File: src/zrld_pkg.sv
package zrld_pkg;

    localparam int OFFSET_WIDTH_DEF = 32;
    localparam int QUEUE_DEPTH      = 4;
    localparam int VARINT_MAX_BYTES = 10;
    localparam int VARINT_STEP      = 7;
    localparam int HEADER_BYTES     = 8;
    localparam int M_TDATA_W        = 72;
    localparam int M_TUSER_W        = 5;

    localparam logic OP_DATA = 1'b0;
    localparam logic OP_END  = 1'b1;

    localparam logic [1:0] KIND_LIT  = 2'd0;
    localparam logic [1:0] KIND_FILL = 2'd1;
    localparam logic [1:0] KIND_DONE = 2'd2;
    localparam logic [1:0] KIND_ERR  = 2'd3;

    localparam logic [2:0] ERR_NONE     = 3'd0;
    localparam logic [2:0] ERR_HEADER   = 3'd1;
    localparam logic [2:0] ERR_OVERLONG = 3'd2;
    localparam logic [2:0] ERR_ZERO_OVF = 3'd3;
    localparam logic [2:0] ERR_LIT_OVF  = 3'd4;
    localparam logic [2:0] ERR_SHORT    = 3'd5;
    localparam logic [2:0] ERR_TRUNC    = 3'd6;

    typedef struct packed {
        logic [1:0]  kind;
        logic [2:0]  err;
        logic [31:0] offset;
        logic [31:0] count;
        logic [7:0]  data;
    } zrld_tok_t;

endpackage

File: src/zrld_front.sv
module zrld_front
    import zrld_pkg::*;
#(
    parameter int OFFSET_WIDTH = OFFSET_WIDTH_DEF
) (
    input  logic        aclk,
    input  logic        aresetn,
    input  logic        s_tvalid,
    output logic        s_tready,
    input  logic [7:0]  s_tdata,
    input  logic        s_tuser,
    input  logic        cfg_valid,
    output logic        cfg_ready,
    input  logic [31:0] cfg_data,
    input  logic        q_full,
    output logic        push,
    output zrld_tok_t   push_tok
);

    localparam logic [1:0] PH_HEADER = 2'd0;
    localparam logic [1:0] PH_ZCOUNT = 2'd1;
    localparam logic [1:0] PH_LCOUNT = 2'd2;
    localparam logic [1:0] PH_LITS   = 2'd3;

    localparam logic [2:0] HDR_LAST  = 3'(HEADER_BYTES - 1);
    localparam logic [3:0] VIDX_LAST = 4'(VARINT_MAX_BYTES - 1);
    localparam logic [OFFSET_WIDTH-1:0] OFS_ONE = {{(OFFSET_WIDTH-1){1'b0}}, 1'b1};

    logic [1:0]              phase_reg, phase_next;
    logic [2:0]              hdr_cnt_reg, hdr_cnt_next;
    logic [63:0]             hdr_val_reg, hdr_val_next;
    logic [63:0]             vval_reg, vval_next;
    logic [3:0]              vidx_reg, vidx_next;
    logic [63:0]             zrun_reg, zrun_next;
    logic [OFFSET_WIDTH-1:0] lits_left_reg, lits_left_next;
    logic [OFFSET_WIDTH-1:0] pos_reg, pos_next;
    logic [OFFSET_WIDTH-1:0] room_reg, room_next;
    logic [OFFSET_WIDTH-1:0] room2_reg, room2_next;
    logic                    zovf_reg, zovf_next;
    logic                    refresh_reg, refresh_next;
    logic [31:0]             bsize_reg, bsize_next;

    logic                    accept;
    logic                    restart;
    logic [63:0]             bs64, cw64, pos64;
    logic [OFFSET_WIDTH-1:0] size_now, cw_now, cfg_room;
    logic [6:0]              shamt;
    logic [63:0]             vfull, hdr_full, sub_op;
    logic [64:0]             diff;
    logic                    cont, overlong;

    assign accept    = s_tvalid && s_tready;
    assign s_tready  = !q_full && !cfg_valid && !refresh_reg;
    assign cfg_ready = 1'b1;

    assign bs64     = {32'd0, bsize_reg};
    assign size_now = bs64[OFFSET_WIDTH-1:0];
    assign cw64     = {32'd0, cfg_data};
    assign cw_now   = cw64[OFFSET_WIDTH-1:0];
    assign cfg_room = (cw_now > pos_reg) ? (cw_now - pos_reg) : '0;
    assign pos64    = 64'(pos_reg);

    assign shamt    = 7'(vidx_reg) * 7'(VARINT_STEP);
    assign vfull    = vval_reg | (64'(s_tdata[6:0]) << shamt);
    assign cont     = s_tdata[7];
    assign overlong = cont && (vidx_reg == VIDX_LAST);
    assign hdr_full = {s_tdata, hdr_val_reg[55:0]};

    assign sub_op = refresh_reg ? zrun_reg : vfull;
    assign diff   = {1'b0, 64'(room_reg)} - {1'b0, sub_op};

    always_comb begin
        phase_next     = phase_reg;
        hdr_cnt_next   = hdr_cnt_reg;
        hdr_val_next   = hdr_val_reg;
        vval_next      = vval_reg;
        vidx_next      = vidx_reg;
        zrun_next      = zrun_reg;
        lits_left_next = lits_left_reg;
        pos_next       = pos_reg;
        room_next      = room_reg;
        room2_next     = room2_reg;
        zovf_next      = zovf_reg;
        refresh_next   = 1'b0;
        bsize_next     = bsize_reg;
        restart        = 1'b0;
        push           = 1'b0;
        push_tok       = '0;

        if (cfg_valid) begin
            bsize_next   = cfg_data;
            room_next    = cfg_room;
            refresh_next = 1'b1;
        end
        if (refresh_reg) begin
            room2_next = diff[OFFSET_WIDTH-1:0];
            zovf_next  = diff[64];
        end

        if (accept) begin
            if (s_tuser == OP_END) begin
                if (!(phase_reg == PH_HEADER && hdr_cnt_reg == '0)) begin
                    push         = 1'b1;
                    push_tok.kind = KIND_ERR;
                    push_tok.err  = ERR_TRUNC;
                    restart      = 1'b1;
                end
            end else begin
                unique case (phase_reg)
                    PH_HEADER: begin
                        hdr_val_next[{hdr_cnt_reg, 3'b000} +: 8] = s_tdata;
                        hdr_cnt_next = hdr_cnt_reg + 3'd1;
                        if (hdr_cnt_reg == HDR_LAST) begin
                            if (hdr_full == 64'(size_now)) begin
                                phase_next   = PH_ZCOUNT;
                                hdr_cnt_next = '0;
                                pos_next     = '0;
                                room_next    = size_now;
                                vval_next    = '0;
                                vidx_next    = '0;
                            end else begin
                                push          = 1'b1;
                                push_tok.kind = KIND_ERR;
                                push_tok.err  = ERR_HEADER;
                                restart       = 1'b1;
                            end
                        end
                    end
                    PH_ZCOUNT: begin
                        if (overlong) begin
                            push          = 1'b1;
                            push_tok.kind = KIND_ERR;
                            push_tok.err  = ERR_OVERLONG;
                            restart       = 1'b1;
                        end else if (!cont) begin
                            zrun_next  = vfull;
                            vval_next  = '0;
                            vidx_next  = '0;
                            room2_next = diff[OFFSET_WIDTH-1:0];
                            zovf_next  = diff[64];
                            phase_next = PH_LCOUNT;
                        end else begin
                            vval_next = vfull;
                            vidx_next = vidx_reg + 4'd1;
                        end
                    end
                    PH_LCOUNT: begin
                        if (overlong) begin
                            push          = 1'b1;
                            push_tok.kind = KIND_ERR;
                            push_tok.err  = ERR_OVERLONG;
                            restart       = 1'b1;
                        end else if (!cont) begin
                            vval_next = '0;
                            vidx_next = '0;
                            push      = 1'b1;
                            if (zrun_reg == '0 && vfull == '0) begin
                                if (pos_reg == size_now) begin
                                    push_tok.kind = KIND_DONE;
                                end else begin
                                    push_tok.kind = KIND_ERR;
                                    push_tok.err  = ERR_SHORT;
                                end
                                restart = 1'b1;
                            end else if (zovf_reg) begin
                                push_tok.kind = KIND_ERR;
                                push_tok.err  = ERR_ZERO_OVF;
                                restart       = 1'b1;
                            end else if (vfull > 64'(room2_reg)) begin
                                push_tok.kind = KIND_ERR;
                                push_tok.err  = ERR_LIT_OVF;
                                restart       = 1'b1;
                            end else begin
                                push_tok.kind   = KIND_FILL;
                                push_tok.offset = pos64[31:0];
                                push_tok.count  = zrun_reg[31:0];
                                pos_next        = pos_reg + zrun_reg[OFFSET_WIDTH-1:0];
                                room_next       = room2_reg;
                                lits_left_next  = vfull[OFFSET_WIDTH-1:0];
                                zrun_next       = '0;
                                phase_next      = (vfull != '0) ? PH_LITS : PH_ZCOUNT;
                            end
                        end else begin
                            vval_next = vfull;
                            vidx_next = vidx_reg + 4'd1;
                        end
                    end
                    PH_LITS: begin
                        push            = 1'b1;
                        push_tok.kind   = KIND_LIT;
                        push_tok.offset = pos64[31:0];
                        push_tok.count  = 32'd1;
                        push_tok.data   = s_tdata;
                        pos_next        = pos_reg + OFS_ONE;
                        room_next       = (room_reg == '0) ? '0 : (room_reg - OFS_ONE);
                        lits_left_next  = lits_left_reg - OFS_ONE;
                        if (lits_left_reg == OFS_ONE) begin
                            phase_next = PH_ZCOUNT;
                        end
                    end
                    default: begin
                        phase_next = PH_HEADER;
                    end
                endcase
            end
        end

        if (restart) begin
            phase_next     = PH_HEADER;
            hdr_cnt_next   = '0;
            hdr_val_next   = '0;
            vval_next      = '0;
            vidx_next      = '0;
            zrun_next      = '0;
            lits_left_next = '0;
            pos_next       = '0;
        end
    end

    always_ff @(posedge aclk) begin
        if (!aresetn) begin
            phase_reg     <= PH_HEADER;
            hdr_cnt_reg   <= '0;
            hdr_val_reg   <= '0;
            vval_reg      <= '0;
            vidx_reg      <= '0;
            zrun_reg      <= '0;
            lits_left_reg <= '0;
            pos_reg       <= '0;
            room_reg      <= '0;
            room2_reg     <= '0;
            zovf_reg      <= 1'b0;
            refresh_reg   <= 1'b0;
            bsize_reg     <= '0;
        end else begin
            phase_reg     <= phase_next;
            hdr_cnt_reg   <= hdr_cnt_next;
            hdr_val_reg   <= hdr_val_next;
            vval_reg      <= vval_next;
            vidx_reg      <= vidx_next;
            zrun_reg      <= zrun_next;
            lits_left_reg <= lits_left_next;
            pos_reg       <= pos_next;
            room_reg      <= room_next;
            room2_reg     <= room2_next;
            zovf_reg      <= zovf_next;
            refresh_reg   <= refresh_next;
            bsize_reg     <= bsize_next;
        end
    end

    assert property (@(posedge aclk) disable iff (!aresetn)
        push |-> (s_tvalid && s_tready))
        else $error("front pushed an item without an accepted input");

    assert property (@(posedge aclk) disable iff (!aresetn)
        (phase_reg == PH_LITS) |-> (lits_left_reg != '0))
        else $error("literal phase with no literals left");

    assert property (@(posedge aclk) disable iff (!aresetn)
        cfg_valid |=> (refresh_reg && bsize_reg == $past(cfg_data)))
        else $error("block size write not followed by room refresh");

endmodule

File: src/zrld_queue.sv
module zrld_queue
    import zrld_pkg::*;
(
    input  logic      aclk,
    input  logic      aresetn,
    input  logic      push,
    input  zrld_tok_t push_tok,
    output logic      full,
    input  logic      pop,
    output zrld_tok_t pop_tok,
    output logic      empty
);

    localparam int AW = $clog2(QUEUE_DEPTH);

    zrld_tok_t       mem_reg [QUEUE_DEPTH];
    logic [AW-1:0]   wr_ptr_reg, wr_ptr_next;
    logic [AW-1:0]   rd_ptr_reg, rd_ptr_next;
    logic [AW:0]     count_reg, count_next;

    assign full    = (count_reg == (AW+1)'(QUEUE_DEPTH));
    assign empty   = (count_reg == '0);
    assign pop_tok = mem_reg[rd_ptr_reg];

    always_comb begin
        wr_ptr_next = push ? (wr_ptr_reg + 1'b1) : wr_ptr_reg;
        rd_ptr_next = pop ? (rd_ptr_reg + 1'b1) : rd_ptr_reg;
        count_next  = count_reg + (AW+1)'(push) - (AW+1)'(pop);
    end

    always_ff @(posedge aclk) begin
        if (!aresetn) begin
            wr_ptr_reg <= '0;
            rd_ptr_reg <= '0;
            count_reg  <= '0;
        end else begin
            wr_ptr_reg <= wr_ptr_next;
            rd_ptr_reg <= rd_ptr_next;
            count_reg  <= count_next;
        end
    end

    always_ff @(posedge aclk) begin
        if (push) begin
            mem_reg[wr_ptr_reg] <= push_tok;
        end
    end

    assert property (@(posedge aclk) disable iff (!aresetn)
        !(push && full && !pop))
        else $error("push into a full queue");

    assert property (@(posedge aclk) disable iff (!aresetn)
        count_reg <= (AW+1)'(QUEUE_DEPTH))
        else $error("queue count beyond depth");

endmodule

File: src/zrld_back.sv
module zrld_back
    import zrld_pkg::*;
(
    input  logic                 aclk,
    input  logic                 aresetn,
    input  logic                 q_empty,
    input  zrld_tok_t            q_tok,
    output logic                 pop,
    output logic                 m_tvalid,
    input  logic                 m_tready,
    output logic [M_TDATA_W-1:0] m_tdata,
    output logic [M_TUSER_W-1:0] m_tuser
);

    logic      out_valid_reg, out_valid_next;
    zrld_tok_t out_tok_reg, out_tok_next;
    zrld_tok_t fmt;
    logic      is_cmd;

    assign pop = !q_empty && (!out_valid_reg || m_tready);

    always_comb begin
        is_cmd = (q_tok.kind == KIND_LIT) || (q_tok.kind == KIND_FILL);
        fmt        = q_tok;
        fmt.offset = is_cmd ? q_tok.offset : 32'd0;
        fmt.count  = is_cmd ? q_tok.count : 32'd0;
        fmt.data   = (q_tok.kind == KIND_LIT) ? q_tok.data : 8'd0;
        fmt.err    = (q_tok.kind == KIND_ERR) ? q_tok.err : ERR_NONE;

        out_valid_next = out_valid_reg;
        out_tok_next   = out_tok_reg;
        if (pop) begin
            out_valid_next = 1'b1;
            out_tok_next   = fmt;
        end else if (m_tready) begin
            out_valid_next = 1'b0;
        end
    end

    always_ff @(posedge aclk) begin
        if (!aresetn) begin
            out_valid_reg <= 1'b0;
        end else begin
            out_valid_reg <= out_valid_next;
        end
    end

    always_ff @(posedge aclk) begin
        out_tok_reg <= out_tok_next;
    end

    assign m_tvalid = out_valid_reg;
    assign m_tdata  = {out_tok_reg.data, out_tok_reg.count, out_tok_reg.offset};
    assign m_tuser  = {out_tok_reg.err, out_tok_reg.kind};

    assert property (@(posedge aclk) disable iff (!aresetn)
        (out_valid_reg && (out_tok_reg.kind == KIND_DONE || out_tok_reg.kind == KIND_ERR))
        |-> (out_tok_reg.offset == 32'd0 && out_tok_reg.count == 32'd0))
        else $error("status item carries an offset or a length");

endmodule

File: src/zero_run_literal_decoder_top.sv
// Channel   Direction  Handshake              Payload
// s_        in         s_tvalid / s_tready    s_tdata: in_byte; s_tuser: opcode
// m_        out        m_tvalid / m_tready    m_tdata: address, length, data;
//                                             m_tuser: result_kind, error_code
// cfg_      in         cfg_valid / cfg_ready  cfg_data: block_size
//
// One encoded byte is taken per cycle while s_tready is high; its result goes on m_ through
// a four-entry queue, written at the accepting edge, and then the output register.
// A block_size write holds s_tready low in the write cycle and the cycle after,
// while the remaining-space registers are recomputed.
// Reset is synchronous on aresetn: header phase, block_size zero, queue empty.
// A stalled m_ side fills the queue; s_tready also drops when the queue is full.
module zero_run_literal_decoder_top
    import zrld_pkg::*;
#(
    parameter int OFFSET_WIDTH = OFFSET_WIDTH_DEF
) (
    input  logic                 aclk,
    input  logic                 aresetn,
    input  logic                 s_tvalid,
    output logic                 s_tready,
    input  logic [7:0]           s_tdata,   // [7:0] in_byte
    input  logic                 s_tuser,   // [0] opcode
    output logic                 m_tvalid,
    input  logic                 m_tready,
    output logic [M_TDATA_W-1:0] m_tdata,   // [31:0] address, [63:32] length, [71:64] data
    output logic [M_TUSER_W-1:0] m_tuser,   // [1:0] result_kind, [4:2] error_code
    input  logic                 cfg_valid,
    output logic                 cfg_ready,
    input  logic [31:0]          cfg_data
);

    zrld_tok_t push_tok;
    zrld_tok_t pop_tok;
    logic      push;
    logic      pop;
    logic      q_full;
    logic      q_empty;

    zrld_front #(
        .OFFSET_WIDTH(OFFSET_WIDTH)
    ) u_front (
        .aclk      (aclk),
        .aresetn   (aresetn),
        .s_tvalid  (s_tvalid),
        .s_tready  (s_tready),
        .s_tdata   (s_tdata),
        .s_tuser   (s_tuser),
        .cfg_valid (cfg_valid),
        .cfg_ready (cfg_ready),
        .cfg_data  (cfg_data),
        .q_full    (q_full),
        .push      (push),
        .push_tok  (push_tok)
    );

    zrld_queue u_queue (
        .aclk     (aclk),
        .aresetn  (aresetn),
        .push     (push),
        .push_tok (push_tok),
        .full     (q_full),
        .pop      (pop),
        .pop_tok  (pop_tok),
        .empty    (q_empty)
    );

    zrld_back u_back (
        .aclk     (aclk),
        .aresetn  (aresetn),
        .q_empty  (q_empty),
        .q_tok    (pop_tok),
        .pop      (pop),
        .m_tvalid (m_tvalid),
        .m_tready (m_tready),
        .m_tdata  (m_tdata),
        .m_tuser  (m_tuser)
    );

endmodule

File: config.mk
export PLATFORM = sky130hd
export DESIGN_NAME = zero_run_literal_decoder_top
export DESIGN_NICKNAME = d
export VERILOG_FILES = /design/src/zrld_pkg.sv /design/src/zrld_front.sv /design/src/zrld_queue.sv /design/src/zrld_back.sv /design/src/zero_run_literal_decoder_top.sv
export SDC_FILE = /design/constraint.sdc
export NUM_CORES = 2
export LEC_CHECK = 0
export BUFFER_PORTS_ARGS = -buffer_cell sky130_fd_sc_hd__buf_2
export CAP_MARGIN = 10
export CORE_MARGIN = 4
export CORE_UTILIZATION = 30
export CTS_CLUSTER_DIAMETER = 100
export DETAILED_ROUTE_END_ITERATION = 16
export PLACE_DENSITY_LB_ADDON = 0.2
export SETUP_SLACK_MARGIN = 0.2
export SYNTH_ARGS = -nofsm -noshare
export SYNTH_HDL_FRONTEND = slang
export SYNTH_SLANG_ARGS = --single-unit
File: constraint.sdc
create_clock -name aclk -period 8.8 [get_ports aclk]
set_input_delay 0.44 -clock aclk [delete_from_list [all_inputs] [get_ports aclk]]
set_output_delay 0.44 -clock aclk [all_outputs]
set_load 0.005 [all_outputs]
Word level (Yosys, flattened, before mapping). Memory sizes are Yosys's and may differ from the RTL's. A register that Yosys moved wholly into a read port is not among the register bits. Index checks and enable logic that the tools add are counted.

Add/sub/neg operators: 13. Multipliers: 1. $lt $le $gt $ge: 2. Equality and inequality tests: 22. Shift-type cells: 3. Mux-type cells: 120. Bitwise logic cells: 3. Reduce and logical (&&, ||, !) cells: 35.

Operators by type and width (number): $mux W64 (16); $mux W32 (30); $pmux W64 S2 (3); $pmux W32 S3 (2); $logic_not A64 Y1 (2); $mux W77 (1); $mux W72 (1); $mux W69 (1); $sub A32 B64 Y65 (1); $bwmux W64 (1); $eq A64 B32 Y1 (1); $gt A64 B32 Y1 (1); $or A64 B64 Y64 (1); $pmux W32 S2 (1); $reduce_bool A64 Y1 (1); $shift A8 B8 Y64 const A (1); $shiftx A8 B8 Y64 (1); $shl A7 B7 Y64 (1); $sub A32 B1 Y32 const B (2); $mux W5 (8); $add A32 B1 Y32 const B (1); $add A32 B32 Y32 (1); $eq A32 B1 Y1 const B (1); $eq A32 B32 Y1 (1); other kinds (40) (119).

Register bits: 448. RAM bits: 308. Output and inout port bits: 80. Memories kept: 1.

Memories: u_queue.mem_reg (depth 4, width 77, read ports 1, clocked after Yosys merged registers in 1, wr ports 1, RTL line zrld_queue.sv:16) `zrld_tok_t mem_reg [QUEUE_DEPTH];`.

Depth between registers and ports, before layout.
Depth in word-level cells: 13. Gate-level depth with buffers: 18. Depth with buffers taken out: 16.

Cells and area by module. Synthesis repeated with hierarchy kept, for this count alone.

Cell total of the unflattened synthesis: 3731. Area, all modules: 38419.3 um2.

Modules (own cells, without submodules): zrld_front (times used 1, cells each 3121, area an instance 23949.2 um2, sequential area each 7106.8 um2); zrld_queue (times used 1, cells each 446, area an instance 11587.4 um2, sequential area each 9429.0 um2); zrld_back (times used 1, cells each 164, area an instance 2882.8 um2, sequential area each 2332.2 um2).

Least setup slack after synthesis. Ideal clock, no wire load.

Path type: input -> register. From: input m_tready. To: register u_queue.count_reg[2]. Library setup time: 128 ps. Data arrival time: 6037 ps. Required time: 8672 ps. Path slack: 2636 ps. Stages on the path: 10. Cells stage by stage: inv_1 a21oi_1 ha_1 inv_1 ha_1 inv_1 fa_1 xor2_1 xnor2_1 nor2_1.

Longest elaborated chain between the ends: 3.

Ends and longest elaborated chain: from (decl) (RTL line zero_run_literal_decoder_top.sv:25) `input logic m_tready,`; $logic_or A1 B1 Y1 (RTL line zrld_back.sv:20) `assign pop = !q_empty && (!out_valid_reg || m_tready);`; $logic_and A1 B1 Y1 (RTL line zrld_back.sv:20); named net pop (RTL line zero_run_literal_decoder_top.sv:36) `logic pop;`; $sub A3 B1 Y3 (RTL line zrld_queue.sv:28) `count_next = count_reg + (AW+1)'(push) - (AW+1)'(pop);`; to (signal assigned) (RTL line zrld_queue.sv:39) `count_reg <= count_next;`; to (decl) (RTL line zrld_queue.sv:19) `logic [AW:0] count_reg, count_next;`.

The timed path passes the listed nets, and every way through them passes these cells. A chain may end at the register's enable or synchronous reset.

Final worst setup path.
From: register u_front.vidx_reg[0]. To: register u_front.vval_reg[28].

Longest elaborated chain between the ends: 13.

Ends and longest elaborated chain: from (decl) (RTL line zrld_front.sv:33) `logic [3:0] vidx_reg, vidx_next;`; from (signal assigned) (RTL line zrld_front.sv:240) `vidx_reg <= vidx_next;`; $mul A4 B3 Y7 (RTL line zrld_front.sv:63) `assign shamt = 7'(vidx_reg) * 7'(VARINT_STEP);`; $shl A7 B7 Y64 (RTL line zrld_front.sv:64) `assign vfull = vval_reg | (64'(s_tdata[6:0]) << shamt);`; $or A64 B64 Y64 (RTL line zrld_front.sv:64); $gt A64 B32 Y1 (RTL line zrld_front.sv:169) `end else if (vfull > 64'(room2_reg)) begin`; $mux W1 (RTL line zrld_front.sv:169); $mux W1 (RTL line zrld_front.sv:165) `end else if (zovf_reg) begin`; $mux W1 (RTL line zrld_front.sv:157) `if (zrun_reg == '0 && vfull == '0) begin`; $mux W1 (RTL line zrld_front.sv:153) `end else if (!cont) begin`; $mux W1 (RTL line zrld_front.sv:148) `if (overlong) begin`; $pmux W1 S3 (RTL line zrld_front.sv:109) `unique case (phase_reg)`; $mux W1 (RTL line zrld_front.sv:101) `if (s_tuser == OP_END) begin`; $mux W1 (RTL line zrld_front.sv:100) `if (accept) begin`; $reduce_or A2 Y1 (no line); to (signal assigned) (RTL line zrld_front.sv:239) `vval_reg <= vval_next;`; to (decl) (RTL line zrld_front.sv:32) `logic [63:0] vval_reg, vval_next;`.

Several ways; a longest one is shown, not always the timed one. The select of a mux whose other input is x is not followed.

==> flow_summary.ini <==
[critical_path]
endpoint_kind = flip-flop
critical_path_peak_fanout = 195
rr_worst_depth = 16
worstSetupPathType = flip-flop to flip-flop
r2r-end = u_front.vval_reg[28]
rrSetupSlack_ns = 3.04
slowest_delay_ns = 0.72
cp_data_required_time_ns = 9.30
worstSetupStartpointType = flip-flop
cp_top_family = simple AND/OR/NAND/NOR gates
rr_startpoint = u_front.vidx_reg[0]
crit_buf_inv = 3
path_cells = nor3b_2 -> a21oi_1 -> inv_1 -> ha_1 -> nand4_1 -> or4_1 -> a21o_1 -> a31oi_1 -> nor3_1 -> o2111ai_1 -> a21oi_1 -> o21ai_4 -> buf_12 -> a21o_2 -> buf_4 -> nor3_1
worstPathArrival_ns = 6.26
slowest_stage = dfxtp_1

[routing]
wirelength_microns = 126400
drt_pass1_iterations = 6
drtIter0Drc = 2497
num_vias = 28910
ant_nets = 0
routedWlPerCell_microns = 23.05
via_per_inst = 5.273
drc = 0

[clock_tree]
cts_buffers = 85
path_clk_slew_ns = 0.06
cts-root-buf = clkbuf_16
cts_setup_buffers = 0
htreeDepth = 3
cts_sinks = 750
cts_tree = yes
clock_latency_ns = 0.70
clk_path_buf_depth = 3

[logic_synthesis]
synth_ff_type = edfxtp_1
syn_nets = 3907
ys_seq_area_share_pct = 49.84
synthesis.area_sq_um = 37860
synth_edf_count = 385
async_flop_share_pct = 0
synth_seq_cells = 750
syn_avg_cell_area_sq_um = 10.21
ys_types = 92
ys_warn_count = 0
synth_cells = 3706

[cells_and_area]
fill_cells = 12750
largest_reg_flops = 308
final_cells = 5483
drive_above_1_share_pct = 11.70
layout.nets = 3962
layout_common_cells = 465 x nor2_1, 385 x edfxtp_1, 362 x dfxtp_1
fin_area_sq_um = 43030
syn2layout_area_growth_pct = 13.66
layout_commonest_cell = nor2_1

[flow_run]
drv_cap = 0

[pwr]
vdd_drop_max_mv = 0.1656
leakage_nw = 15.83
p_clk_share_pct = 38.9
p_sw_mw = 2.553
p_per_area_nw_per_um2 = 214.5
combinationalPowerShare_pct = 15.6
switching_share_pct = 27.67
power_mw = 9.227
p_int_mw = 6.674
power_frac_seq_pct = 45.4

[timing]
hold_viol = 0
relSlewSlack_pct = 16.00
rsz0062_at_grt = false
fin_crit_sh_pct = 65.41
tightest_slew_ns = 1.260
setup_slack_ns = 3.044
post-route-min-period_ns = 5.756
slew_violations = 0
fmax_mhz = 173.7
fin_tns_setup_ns = 0
setup_viol = 0
skew_ns = 0.05094

[global_routing]
grt_pass1_vias = 27710
grt_pass1_wl_microns = 186700
overflow = 0
antenna_found_initial = 3
grt_usage_pct = 18.71
grt_max_degree = 196

[floorplan]
dieArea_sq_um = 131900
rows = 130
fp.dieW_microns = 363.2
initial_core_util_pct = 30.19
die_h_microns = 363.2
coreArea_sq_um = 125400
pin_count = 126

[hold_path]
min_to = u_front.bsize_reg[12]
holdPathStages = 3
hold_path_class = input pin to flip-flop
hp-start = cfg_data[12]

[place]
dp_slack_ns = 2.805
port_buffers = 124
finalWeightedCongestion = 0.9062
dp_cells = 5321
placed_cell_area_sq_um = 40140
dp_hpwl_microns = 88420

[outcome]
status = finished clean
-- power by group through the flow --
stage,logic (mW),registers (mW),clock network [mW]
finish,1.44,4.19,3.59
global route,1.60,4.23,3.84
CTS,1.47,4.21,3.68
detailed placement,1.46,4.28,0
global placement,1.46,4.28,0
floorplan,0.983,4.20,0
-- metrics by stage --
| stage | hold WS [ns] | utilization [%] |
|---|---|---|
| detailed placement | 0.4567 | 32.01 |
| global placement | 0.4507 | 32.01 |
| floorplan | 0.4375 | - |
| finish | 0.03905 | 34.31 |
| global route | 0.02157 | 34.30 |
| CTS | 0.005079 | 34.30 |
-- worst max path at each step --
stage	start	slack [ns]	depth (start not counted)	to
after floorplan	m_tready	2.64	10	u_queue.count_reg[2]
after global placement	s_tdata[1]	2.87	17	u_front.vval_reg[32]
after detailed placement	s_tdata[1]	2.80	17	u_front.vval_reg[47]
after CTS	u_front.vidx_reg[0]	3.06	16	u_front.vval_reg[48]
after global routing	u_front.vidx_reg[0]	2.53	16	u_front.vval_reg[60]
final	u_front.vidx_reg[0]	3.04	16	u_front.vval_reg[28]
-- worst register-to-register path, stage by stage (launching register included) --
cell and delay [ns]:
dfxtp_1 0.72, nor3b_2 0.70, a21oi_1 0.31, inv_1 0.17, ha_1 0.15, nand4_1 0.14
or4_1 0.55, a21o_1 0.19, a31oi_1 0.17, nor3_1 0.11, o2111ai_1 0.40, a21oi_1 0.17
o21ai_4 0.17, buf_12 0.64, a21o_2 0.25, buf_4 0.60, nor3_1 0.17
-- Yosys cell counts (63+ instances only) --
master    count  area [sq um]
a21o_1       71         533.0
ha_1        151          1889
dfxtp_1     365          7307
xor2_1       70         613.1
buf_2        67         335.3
nor3_1       83         415.4
nor2b_1     124         775.7
a21oi_1     318          1592
clkbuf_1    123         461.7
edfxtp_1    385         11560
inv_1       141         529.3
o21ai_0     132         660.6
xnor2_1      94         823.3
mux2i_1      77         770.7
mux4_2       77          1734
and3_1       63         394.1
nor2_1      467          1753
nand2_1     203         762.0
a31oi_1      80         500.5
-- cell families (layout without fill, tap and decap cells) --
kind of cell	Yosys count	in the layout	share of synthesized area (%)
mux	155	155	6.647
simple gates	1270	1270	16.55
other cells	1	4	0.009906
xor+xnor	164	164	3.794
compound gates	856	856	14.13
fa+ha+maj	155	155	5.202
buf+inv	355	479	3.824
flops	750	750	49.84
-- cell type report --
| cell class | count | area, sq um | area share [%] |
|---|---|---|---|
| flip-flops and latches | 750 | 18880 | 43.87 |
| multi-input cells | 2601 | 17630 | 40.97 |
| clock buffers | 119 | 2395 | 5.566 |
| well taps | 1650 | 2064 | 4.798 |
| repair buffers | 182 | 1076 | 2.501 |
| inverters | 141 | 529.3 | 1.230 |
| clock inverters | 37 | 450.4 | 1.047 |
| diodes | 3 | 7.507 | 0.01745 |
-- repair_timing --
| action | in CTS | in global routing |
|---|---|---|
| setup endpoints to repair | 0 | 0 |
| endpoints found under the hold margin | 3 | 0 |
| hold buffers | 3 | 0 |
| resized for setup | 0 | 0 |
-- metal layers --
| layer | share of wire (%) | up-vias | wire, microns | GRT usage, % |
|---|---|---|---|---|
| met4 | 2.7 | 0 | 3425 | 4.922 |
| met1 | 46 | 14140 | 57600 | 26.35 |
| met5 | 0 | - | 0 | 0 |
| met3 | 5.9 | 186 | 7408 | 2.903 |
| met2 | 46 | 915 | 57920 | 29.98 |
| li1 | - | 13670 | - | - |
Note: power is estimated with default switching activity, not from simulation.
